`config.mk`:
```
export PLATFORM = sky130hd
export DESIGN_NAME = wrs_front
export DESIGN_NICKNAME = d
export VERILOG_FILES = /design/src/sv/water_ripple_stencil_core_macros.svh /design/src/sv/wrs_pkg.sv /design/src/sv/wrs_front.sv
export SDC_FILE = /design/constraint.sdc
export NUM_CORES = 1
export LEC_CHECK = 0
export BUFFER_PORTS_ARGS = -buffer_cell sky130_fd_sc_hd__clkbuf_2
export CAP_MARGIN = 20
export CORE_UTILIZATION = 29
export DETAILED_ROUTE_END_ITERATION = 10
export PLACE_DENSITY = 0.87
export SYNTH_ARGS = -nofsm -noshare
export SYNTH_HDL_FRONTEND = slang
export SYNTH_SLANG_ARGS = --single-unit
```
`constraint.sdc`:
```
create_clock -name vclk -period 1.45
set_input_delay 0.0725 -clock vclk [all_inputs]
set_output_delay 0.0725 -clock vclk [all_outputs]
set_load 0.05 [all_outputs]
```
`src/sv/water_ripple_stencil_core_macros.svh`:
```
// Assertion macros shared by the water ripple stencil core.
`ifndef WATER_RIPPLE_STENCIL_CORE_MACROS_SVH
`define WATER_RIPPLE_STENCIL_CORE_MACROS_SVH

// Check that the consequent holds in the same cycle as the antecedent.
`define WRS_ASSERT_IMPL(label, ante, cons) \
    label: assert property (@(posedge clk) disable iff (!rst_n) (ante) |-> (cons)) \
        else $error("water ripple stencil: same-cycle check failed");

// Check that the consequent holds in the cycle after the antecedent.
`define WRS_ASSERT_NEXT(label, ante, cons) \
    label: assert property (@(posedge clk) disable iff (!rst_n) (ante) |=> (cons)) \
        else $error("water ripple stencil: next-cycle check failed");

`endif

```
`src/sv/wrs_pkg.sv`:
```
// Shared constants, types and helpers of the water ripple stencil core.
package wrs_pkg;

    // Grid and storage geometry
    localparam int WIDTH       = 256;
    localparam int HEIGHT      = 256;
    localparam int HEIGHT_BITS = 16;
    localparam int CELLS       = WIDTH * HEIGHT;
    localparam int ADDR_W      = $clog2(CELLS);
    localparam int COL_W       = $clog2(WIDTH);
    localparam int ROW_W       = $clog2(HEIGHT);

    // Item field widths
    localparam int CMD_W   = 2;
    localparam int COORD_W = 8;
    localparam int VOL_W   = 8;
    localparam int IDX_W   = 16;
    localparam int SHADE_W = 8;
    localparam int DS_W    = 4;

    // Drop coordinates carry a sign and one spare bit
    localparam int XY_W = COORD_W + 2;

    // Wide working width of the stencil arithmetic
    localparam int SUM_W = HEIGHT_BITS + 3;

    localparam logic signed [SUM_W-1:0] H_MAX = SUM_W'((2 ** (HEIGHT_BITS - 1)) - 1);
    localparam logic signed [SUM_W-1:0] H_MIN = -H_MAX - SUM_W'(1);

    localparam int SHADE_OFFSET = 128;
    localparam int SHADE_MAX    = 255;

    // Command codes
    localparam logic [CMD_W-1:0] CMD_SCAN   = 2'd0;
    localparam logic [CMD_W-1:0] CMD_CROSS  = 2'd1;
    localparam logic [CMD_W-1:0] CMD_SPLASH = 2'd2;

    // Splash rows must lie strictly between these bounds
    localparam int SPLASH_ROW_LO = 2;
    localparam int SPLASH_ROW_HI = HEIGHT - 2;

    // 3x3 cell masks, cell index = 3*row_offset + col_offset
    localparam int CELL_N    = 9;
    localparam int CELL_W    = $clog2(CELL_N);
    localparam int CELL_LAST = CELL_N - 1;
    localparam int OFS_LAST  = 2;
    localparam logic [CELL_N-1:0] CROSS_MASK  = 9'b010_111_010;
    localparam logic [CELL_N-1:0] SPLASH_MASK = 9'b111_111_111;

    // Configuration port
    localparam int PADDR_W = 3;
    localparam int PDATA_W = 32;
    localparam logic REG_DAMPING = 1'b0;
    localparam logic [DS_W-1:0] DAMP_RESET = 4'd5;

    // Queues
    localparam int QUEUE_DEPTH = 4;
    localparam int QPTR_W      = $clog2(QUEUE_DEPTH);
    localparam int OUT_DEPTH   = 4;
    localparam int OPTR_W      = $clog2(OUT_DEPTH);

    typedef enum logic {
        OP_SCAN,
        OP_DROP
    } op_t;

    typedef enum logic [1:0] {
        BK_CLEAR,
        BK_RUN,
        BK_DROP
    } back_state_t;

    typedef struct packed {
        op_t               op;
        logic [CELL_N-1:0] mask;
        logic [COORD_W-1:0] pos_x;
        logic [COORD_W-1:0] pos_y;
        logic [VOL_W-1:0]  volume;
    } cmd_item_t;

    typedef struct packed {
        logic [IDX_W-1:0]   pixel_index;
        logic [SHADE_W-1:0] shade;
        logic               frame_end;
    } result_t;

    typedef struct packed {
        logic clearing;
        logic drop_busy;
    } back_status_t;

    // Sign-extend a stored height to the working width
    function automatic logic signed [SUM_W-1:0] sext_h(input logic [HEIGHT_BITS-1:0] v);
        return {{(SUM_W - HEIGHT_BITS){v[HEIGHT_BITS-1]}}, v};
    endfunction

endpackage

```
`src/sv/wrs_front.sv`:
```
// Front end: accepts input items, classifies them and feeds the command queue.
module wrs_front import wrs_pkg::*; (
    input  logic [CMD_W-1:0]   cmd,
    input  logic [COORD_W-1:0] pos_x,
    input  logic [COORD_W-1:0] pos_y,
    input  logic [VOL_W-1:0]   volume,
    input  logic               item_valid,
    output logic               item_stall,
    input  back_status_t       status,
    input  logic               q_full,
    output logic               push,
    output cmd_item_t          push_item
);

    logic keep;
    logic splash_row_ok;

    // Hold off items during the clearing pass or while the queue is full
    assign item_stall = status.clearing | q_full;

    assign splash_row_ok = (pos_y > COORD_W'(SPLASH_ROW_LO)) &&
                           (pos_y < COORD_W'(SPLASH_ROW_HI));

    // Classify: drop unused codes and splashes outside the allowed rows
    always_comb
    begin
        keep             = 1'b0;
        push_item.op     = OP_SCAN;
        push_item.mask   = '0;
        push_item.pos_x  = pos_x;
        push_item.pos_y  = pos_y;
        push_item.volume = volume;
        case (cmd)
            CMD_SCAN:
            begin
                keep = 1'b1;
            end
            CMD_CROSS:
            begin
                keep           = 1'b1;
                push_item.op   = OP_DROP;
                push_item.mask = CROSS_MASK;
            end
            CMD_SPLASH:
            begin
                keep           = splash_row_ok;
                push_item.op   = OP_DROP;
                push_item.mask = SPLASH_MASK;
            end
            default:
            begin
                keep = 1'b0;
            end
        endcase
    end

    assign push = item_valid & ~item_stall & keep;

endmodule

```
==> flow_metrics.tcl <==
set metrics [dict create \
    synth-simple-area-share 0.109 \
    dp.cells 69 \
    port_buffers 33 \
    fin_nets 92 \
    ff_latch_area_um2 0 \
    routed_wl_um 652 \
    synth.most_common_cell "buf_4" \
    first_pass_iters 2 \
    grt_setup_unrepaired "false" \
    grt_pass1_wl_um 855 \
    synth_commonest_cells "32 x buf_4, 5 x ha_1, 2 x inv_1" \
    fp.dieH_um 38.2 \
    crit_type "in -> out" \
    cp.required_ns 1.38 \
    hold_viol_final 0 \
    place_congestion 0.671 \
    postRouteAntennaNets 0 \
    hp-start "volume[5]" \
    antennaDiodeCount 0 \
    slowest_delay_ns 0.58 \
    synth_compound_area_frac 0.0726 \
    worstMarginPinSlew_ns 0.351 \
    worstPathMaxFanout 2 \
    setup_viol 0 \
    dr_total_vias 290 \
    layout-drive-gt1-share 0.764 \
    vias_per_cell 4.20 \
    synth_top_family_by_area "buffers and inverters" \
    arrival_ns 1.30 \
    synth_cell_types 13 \
    cp-end-kind "primary output" \
    post-route-min-period_ns 1.38 \
    power.density_mw_per_mm2 583 \
    vdd_drop_max_mv 0.289 \
    hpwl_um 607 \
    drv_cap 0 \
    drc 0 \
    grt-ovfl-total 0 \
    ys_top_cells_by_area "buf_4 63%, ha_1 17%, a2111oi_2 4.0%, nor4b_1 2.3%, inv_1 2.0%" \
    core.rowCount 12 \
    slew_violations 0 \
    cp.depth 5 \
    track_usage 0.0785 \
    slew_headroom 0.763 \
    wire_per_inst_um 9.45 \
    crit_family "simple AND/OR/NAND/NOR gates" \
    synth_adder_area_share 0.165 \
    fin_ws_ns 0.0728 \
    outcome "finished clean" \
    yosysTopAreaCell "buf_4" \
    drtIter0Drc 2 \
    detailedPlace.worstSlack_ns -0.120 \
    synth-xor-area-share 0 \
    synth_nets 84 \
    ios 66 \
    synth_top_area_frac 0.634 \
    power.leakage_nw 0.228 \
    grt_max_degree 7 \
    crit_buf_inv 2 \
    startpoint "pos_y[7]" \
    crit_path_top_delay_cell "or4_1" \
    clock.fmax_mhz 726 \
    synthMuxAreaShare 0 \
    min-delay-path-class "in -> out" \
    seq_cells 0 \
    instances_no_fill 69 \
    syn_area_um2 379 \
    start_util 0.328 \
    post_cts_buffers 0 \
    yosys_warnings 0 \
    yosysSeqAreaShare 0 \
    fin_util 0.341 \
    die_w_um 38.2 \
    nClkBuffers 0 \
    netlist_instances 49 \
    antenna_found_initial 0 \
    syn2layout_area_growth_pct 3.96 \
    cp_cell_sequence "clkbuf_2 > or4_1 > a2111oi_4 > o31ai_4 > clkbuf_4" \
    syn_avg_cell_area_um2 7.74 \
    core_area_mm2 0.00116 \
    startpoint_type "input pin" \
    period_share 0.950 \
    fin_tns_setup_ns 0 \
    grt_pass1_vias 232 \
    design.die.area_mm2 0.00146 \
    cp-endpoint "push" \
]
==> layout by cell type, fill, tap and decap left out <==
cell,instances
a2111oi_4,1
buf_4,5
clkbuf_2,32
clkbuf_4,1
ha_1,5
inv_1,2
nand2_1,1
nand3_1,1
nand4_1,1
nor2_1,1
nor4b_2,1
o21ai_0,1
o31ai_4,1
or2_2,1
or4_1,1
==> report_power, final <==
| part | internal, W | switching, W |
|---|---|---|
| sequential | 0 | 0 |
| combinational | 0.0000552 | 0.000175 |
| clock | 0 | 0 |
| total | 0.0000552 | 0.000175 |
==> metrics by stage <==
step | total power [W] | area (um2) | hold WS, ns
6_report | 0.000230 | 394 | 0.145
5_1_grt | 0.000241 | 394 | 0.145
4_1_cts | 0.000230 | 388 | 0.145
3_5_place_dp | 0.000227 | 373 | 0.145
3_3_place_gp | 0.000224 | 373 | 0.145
2_1_floorplan | 0.000319 | 393 | 0.312
==> worst min path at each step <==
stage | cells past startpoint | endpoint | slack [ns]
after CTS | 0 | push_item[20] | 0.15
after global routing | 0 | push_item[3] | 0.15
after global placement | 0 | push_item[20] | 0.15
final | 0 | push_item[5] | 0.15
after floorplan | 1 | push_item[0] | 0.31
after detailed placement | 0 | push_item[20] | 0.15
==> repair_timing <==
action,4_1_cts,5_1_grt
hold buffers,0,0
endpoints found under the setup margin,1,1
pin swaps,1,0
gates resized for setup,2,1
==> per-layer routing <==
layer,global-route usage,wire [um],vias to the layer above
met3,0.0174,91,0
li1,-,-,142
met1,0.0799,199,123
met5,0,0,-
met4,0,0,0
met2,0.165,362,25
==> final cells by class <==
type | count | area [um2]
Multi-Input combinational cell | 15 | 164
Inverter | 2 | 7.51
Fill cell | 123 | 762
Timing Repair Buffer | 38 | 205
Tap cell | 14 | 17.5
==> cells by family after synthesis <==
logic type / Yosys count
adder cells (fa/ha/maj): 5
AND/OR/NAND/NOR: 7
AO/OA/AOI/OAI: 3
buffers and inverters: 34
(Power assumes the default switching activity.)
