==> config.mk <==
export PLATFORM = sky130hd
export DESIGN_NAME = wrs_queue
export DESIGN_NICKNAME = d
export VERILOG_FILES = /design/src/sv/water_ripple_stencil_core_macros.svh /design/src/sv/wrs_pkg.sv /design/src/sv/wrs_queue.sv
export SDC_FILE = /design/constraint.sdc
export NUM_CORES = 1
export LEC_CHECK = 0
export BUFFER_PORTS_ARGS = -buffer_cell sky130_fd_sc_hd__buf_2
export CORE_MARGIN = 1
export CORE_UTILIZATION = 57
export CTS_BUF_LIST = sky130_fd_sc_hd__clkbuf_16
export DETAILED_ROUTE_END_ITERATION = 16
export PLACE_DENSITY = 0.76
export SLEW_MARGIN = 30
export SYNTH_ARGS = -nofsm -noshare
export SYNTH_HDL_FRONTEND = slang
export SYNTH_SLANG_ARGS = --single-unit
==> constraint.sdc <==
create_clock -name clk -period 2.3 [get_ports clk]
set_input_delay 0.46 -clock clk [delete_from_list [all_inputs] [get_ports clk]]
set_output_delay 0.46 -clock clk [all_outputs]
set_load 0.005 [all_outputs]
==> src/sv/water_ripple_stencil_core_macros.svh <==
// Assertion macros shared by the water ripple stencil core.
`ifndef WATER_RIPPLE_STENCIL_CORE_MACROS_SVH
`define WATER_RIPPLE_STENCIL_CORE_MACROS_SVH

// Check that the consequent holds in the same cycle as the antecedent.
`define WRS_ASSERT_IMPL(label, ante, cons) \
    label: assert property (@(posedge clk) disable iff (!rst_n) (ante) |-> (cons)) \
        else $error("water ripple stencil: same-cycle check failed");

// Check that the consequent holds in the cycle after the antecedent.
`define WRS_ASSERT_NEXT(label, ante, cons) \
    label: assert property (@(posedge clk) disable iff (!rst_n) (ante) |=> (cons)) \
        else $error("water ripple stencil: next-cycle check failed");

`endif

==> src/sv/wrs_pkg.sv <==
// Shared constants, types and helpers of the water ripple stencil core.
package wrs_pkg;

    // Grid and storage geometry
    localparam int WIDTH       = 256;
    localparam int HEIGHT      = 256;
    localparam int HEIGHT_BITS = 16;
    localparam int CELLS       = WIDTH * HEIGHT;
    localparam int ADDR_W      = $clog2(CELLS);
    localparam int COL_W       = $clog2(WIDTH);
    localparam int ROW_W       = $clog2(HEIGHT);

    // Item field widths
    localparam int CMD_W   = 2;
    localparam int COORD_W = 8;
    localparam int VOL_W   = 8;
    localparam int IDX_W   = 16;
    localparam int SHADE_W = 8;
    localparam int DS_W    = 4;

    // Drop coordinates carry a sign and one spare bit
    localparam int XY_W = COORD_W + 2;

    // Wide working width of the stencil arithmetic
    localparam int SUM_W = HEIGHT_BITS + 3;

    localparam logic signed [SUM_W-1:0] H_MAX = SUM_W'((2 ** (HEIGHT_BITS - 1)) - 1);
    localparam logic signed [SUM_W-1:0] H_MIN = -H_MAX - SUM_W'(1);

    localparam int SHADE_OFFSET = 128;
    localparam int SHADE_MAX    = 255;

    // Command codes
    localparam logic [CMD_W-1:0] CMD_SCAN   = 2'd0;
    localparam logic [CMD_W-1:0] CMD_CROSS  = 2'd1;
    localparam logic [CMD_W-1:0] CMD_SPLASH = 2'd2;

    // Splash rows must lie strictly between these bounds
    localparam int SPLASH_ROW_LO = 2;
    localparam int SPLASH_ROW_HI = HEIGHT - 2;

    // 3x3 cell masks, cell index = 3*row_offset + col_offset
    localparam int CELL_N    = 9;
    localparam int CELL_W    = $clog2(CELL_N);
    localparam int CELL_LAST = CELL_N - 1;
    localparam int OFS_LAST  = 2;
    localparam logic [CELL_N-1:0] CROSS_MASK  = 9'b010_111_010;
    localparam logic [CELL_N-1:0] SPLASH_MASK = 9'b111_111_111;

    // Configuration port
    localparam int PADDR_W = 3;
    localparam int PDATA_W = 32;
    localparam logic REG_DAMPING = 1'b0;
    localparam logic [DS_W-1:0] DAMP_RESET = 4'd5;

    // Queues
    localparam int QUEUE_DEPTH = 4;
    localparam int QPTR_W      = $clog2(QUEUE_DEPTH);
    localparam int OUT_DEPTH   = 4;
    localparam int OPTR_W      = $clog2(OUT_DEPTH);

    typedef enum logic {
        OP_SCAN,
        OP_DROP
    } op_t;

    typedef enum logic [1:0] {
        BK_CLEAR,
        BK_RUN,
        BK_DROP
    } back_state_t;

    typedef struct packed {
        op_t               op;
        logic [CELL_N-1:0] mask;
        logic [COORD_W-1:0] pos_x;
        logic [COORD_W-1:0] pos_y;
        logic [VOL_W-1:0]  volume;
    } cmd_item_t;

    typedef struct packed {
        logic [IDX_W-1:0]   pixel_index;
        logic [SHADE_W-1:0] shade;
        logic               frame_end;
    } result_t;

    typedef struct packed {
        logic clearing;
        logic drop_busy;
    } back_status_t;

    // Sign-extend a stored height to the working width
    function automatic logic signed [SUM_W-1:0] sext_h(input logic [HEIGHT_BITS-1:0] v);
        return {{(SUM_W - HEIGHT_BITS){v[HEIGHT_BITS-1]}}, v};
    endfunction

endpackage

==> src/sv/wrs_queue.sv <==
// Short command queue between the front end and the back end.
module wrs_queue import wrs_pkg::*; (
    input  logic      clk,
    input  logic      rst_n,
    input  logic      push,
    input  cmd_item_t push_item,
    output logic      full,
    input  logic      pop,
    output logic      head_valid,
    output cmd_item_t head_item
);

    cmd_item_t         mem_reg [QUEUE_DEPTH];
    logic [QPTR_W-1:0] wr_ptr_reg;
    logic [QPTR_W-1:0] rd_ptr_reg;
    logic [QPTR_W:0]   count_reg;
    logic [QPTR_W:0]   count_next;

    assign full       = (count_reg == (QPTR_W + 1)'(QUEUE_DEPTH));
    assign head_valid = (count_reg != '0);
    assign head_item  = mem_reg[rd_ptr_reg];

    // Track fill level
    always_comb
    begin
        count_next = count_reg;
        if (push && !(pop && head_valid))
        begin
            count_next = count_reg + (QPTR_W + 1)'(1);
        end
        else if (!push && pop && head_valid)
        begin
            count_next = count_reg - (QPTR_W + 1)'(1);
        end
    end

    // Advance pointers and count
    always_ff @(posedge clk or negedge rst_n)
    begin
        if (!rst_n)
        begin
            wr_ptr_reg <= '0;
            rd_ptr_reg <= '0;
            count_reg  <= '0;
        end
        else
        begin
            count_reg <= count_next;
            if (push)
            begin
                wr_ptr_reg <= wr_ptr_reg + QPTR_W'(1);
            end
            if (pop && head_valid)
            begin
                rd_ptr_reg <= rd_ptr_reg + QPTR_W'(1);
            end
        end
    end

    // Store item payload
    always_ff @(posedge clk)
    begin
        if (push)
        begin
            mem_reg[wr_ptr_reg] <= push_item;
        end
    end

endmodule

==> metrics.txt <==
Compound-Gate Fraction of Synth Area=1.10%; max FFs per register=136; worst path cell trace=buf_4 > mux4_1 > buf_2; Sequential Power Share=42.7%; Pleak=2.34 nW; Max-Cap Viols=0; via count=2,546; area of the mapped netlist=5450 µm²; vias per std cell=5.52; Layout Nets=361; Die Wd=99.8 µm; sw frac=28.1%; Crit path required time=1.84 ns; CTS tree=done; total gr overflow=0; fin cells=461; critical setup path kind=reg2out; CTS root buf=clkbuf_16; clock sinks=143; Worst-Margin Slew=0.349 ns; I/O pin count=74; Slew headroom=76.8%; most frequent cells in the layout=edfxtp_1, buf_2, mux4_2; Combinational Power Share=25.8%; Slowest cell on crit path=mux4_1; cts bufs inserted=17; dpl hpwl=5430 µm; total track usage=20.0%; Clock transition at path regs=0.07 ns; clock share of power=31.5%; Fin Setup TNS=0 ns; gpl congestion=0.781; #FFs+latches synth=143; yosys warns=0; Syn Area/Cell=23.8 µm²; pin count of the biggest net entering global routing=28; most common cell after layout, fill and taps aside=edfxtp_1; status=completed; Routed WL=9050 µm; Int Pwr=6.13 mW; final max-slew violation count=0; Synth Area in XOR/XNOR=0.643%; main combinational cell family by area after synthesis=multiplexers; post-synthesis adder-cell area fraction=1.29%; area grow syn2layout=21.0%; initial antenna violation count=1; worst vdd ir=0.632 mV; Starting Density=58.9%; Seq/Total Area, Yosys=78.2%; Final Hold Viols=0; clock skew=0.00870 ns; layout cells sized above 1=44.7%; CTS HTree Levels=4; mux cell area share after synthesis=14.8%; PD cells=1290 nW/µm²; die area=9950 µm²; Setup Viol. Count Final=0; Die Ht=99.8 µm; clk_lat worst skew=0.41 ns; switching power=2.40 mW; Cell variety after synth=30; Arr. time, crit path=1.76 ns; Pre-Repair DR Iteration Count=4; Max stage delay on crit path=0.59 ns; vias in the first global route=2,668; initial drt markers=105; shortest period the worst path allows=2.22 ns; RSZ-0062 raised after global routing=false; core footprint=9240 µm²; Max Clk Rate=451 MHz; period utilization=96.3%; CP max FO=9; Hold Crit Class=in2reg; PortBufs=73; simple-gate share of the synthesized area=1.77%; Synth top area share=75.0%; Mapped Cells=229; wire length per cell=19.6 µm; critical path launch point type=flop; Post-DRT Antenna Nets=0; placed insts=427; top cells by area, synth=edfxtp_1, mux4_2, dfrtp_1; Syn Nets=272; Clock Tree Buf Depth=2; first-pass GRT wire length=14,000 µm; row cnt=35; CP bufs+invs=2; Worst Setup End Kind=output pin; DRC Markers=0; delay-heaviest family, CP=multiplexers; area leader, netlist=edfxtp_1
-- worst paths after layout --
kind                                    start              to  slack [ns]  cells after the start
max in group asynchronous               rst_n   rd_ptr_reg[0]        1.70                      2
min in group asynchronous               rst_n    count_reg[0]        0.41                      2
worst min register to register  wr_ptr_reg[0]   wr_ptr_reg[0]        0.58                      1
worst min-delay path            push_item[15]  mem_reg[3][15]        0.26                      1
worst max-delay path            rd_ptr_reg[0]   head_item[30]        0.08                      3
worst max register to register   count_reg[0]    count_reg[2]        0.27                      7
-- area by class of cell --
class                           count  area (µm²)
Antenna cell                        1        2.50
Clock buffer                       17         425
Clock inverter                     15         164
Fill cell                         536        2650
Inverter                            2        7.51
Multi-Input combinational cell     72        1070
Sequential cell                   143        4260
Tap cell                          129         161
Timing Repair Buffer               82         498
-- synth_stat cells, drive strengths merged --
| master | count |
|---|---|
| buf | 11 |
| o211a | 1 |
| a21oi | 1 |
| mux2i | 2 |
| fa | 1 |
| nor2 | 3 |
| nor3 | 1 |
| nand4b | 1 |
| nand2b | 2 |
| a211oi | 1 |
| dfrtp | 7 |
| xor2 | 2 |
| clkbuf | 1 |
| o22ai | 1 |
| a32oi | 1 |
| o21a | 1 |
| or3 | 1 |
| inv | 2 |
| mux4 | 34 |
| and2 | 4 |
| ha | 4 |
| edfxtp | 136 |
| nor3b | 1 |
| nand3 | 1 |
| nand2 | 4 |
| xnor2 | 2 |
| o21ai | 3 |
-- cell families after synthesis --
family | count (synthesis)
AOI/OAI and AO/OA | 9
xor gates and xnor gates | 4
adders and majority gates | 5
buffers and inverters | 14
DFF | 143
muxes | 36
and+or+nand+nor | 18
-- layer usage --
metal | vias to the layer above | routed length, µm | global-route usage, %
li1 | 1137 | - | -
met4 | 0 | 129 | 8.14
met3 | 12 | 392 | 5.41
met5 | - | 0 | 0
met2 | 81 | 4480 | 32.4
met1 | 1316 | 4040 | 26.1
-- power groups by stage --
stage	combinational (mW)	clock [mW]	sequential [mW]
floorplan	1.55	0	3.58
global placement	2.21	0	3.65
detailed placement	2.24	0	3.68
CTS	2.25	2.72	3.64
global route	2.39	2.82	3.68
finish	2.20	2.68	3.64
-- timing repair --
action                     CTS  global route
hold endpoints to repair     7             0
hold buffers                 1             0
setup buffers                0             0
gates resized for setup      0             1
setup endpoints to repair    0             1
-- worst register-to-register path, stage by stage (launching register included) --
cell	delay [ns]
dfrtp_1	0.46
or3_1	0.44
nand2_1	0.12
nand2_1	0.07
fa_1	0.45
nand2_1	0.09
mux2i_1	0.07
o211a_1	0.21
-- stage by stage --
step                      setup WS [ns]  total power, mW  util, %  cell area [µm²]  hold WS, ns
after floorplan                   0.145             5.12        -             5450        0.164
after global placement            0.365             5.86     64.9             5990        0.305
after detailed placement          0.275             5.92     64.9             5990        0.308
after CTS                        0.0121             8.61     71.3             6590        0.249
after global routing             0.0221             8.89     71.3             6590        0.251
final                            0.0844             8.52     71.3             6590        0.257
Power figures use the tool's default switching activity.
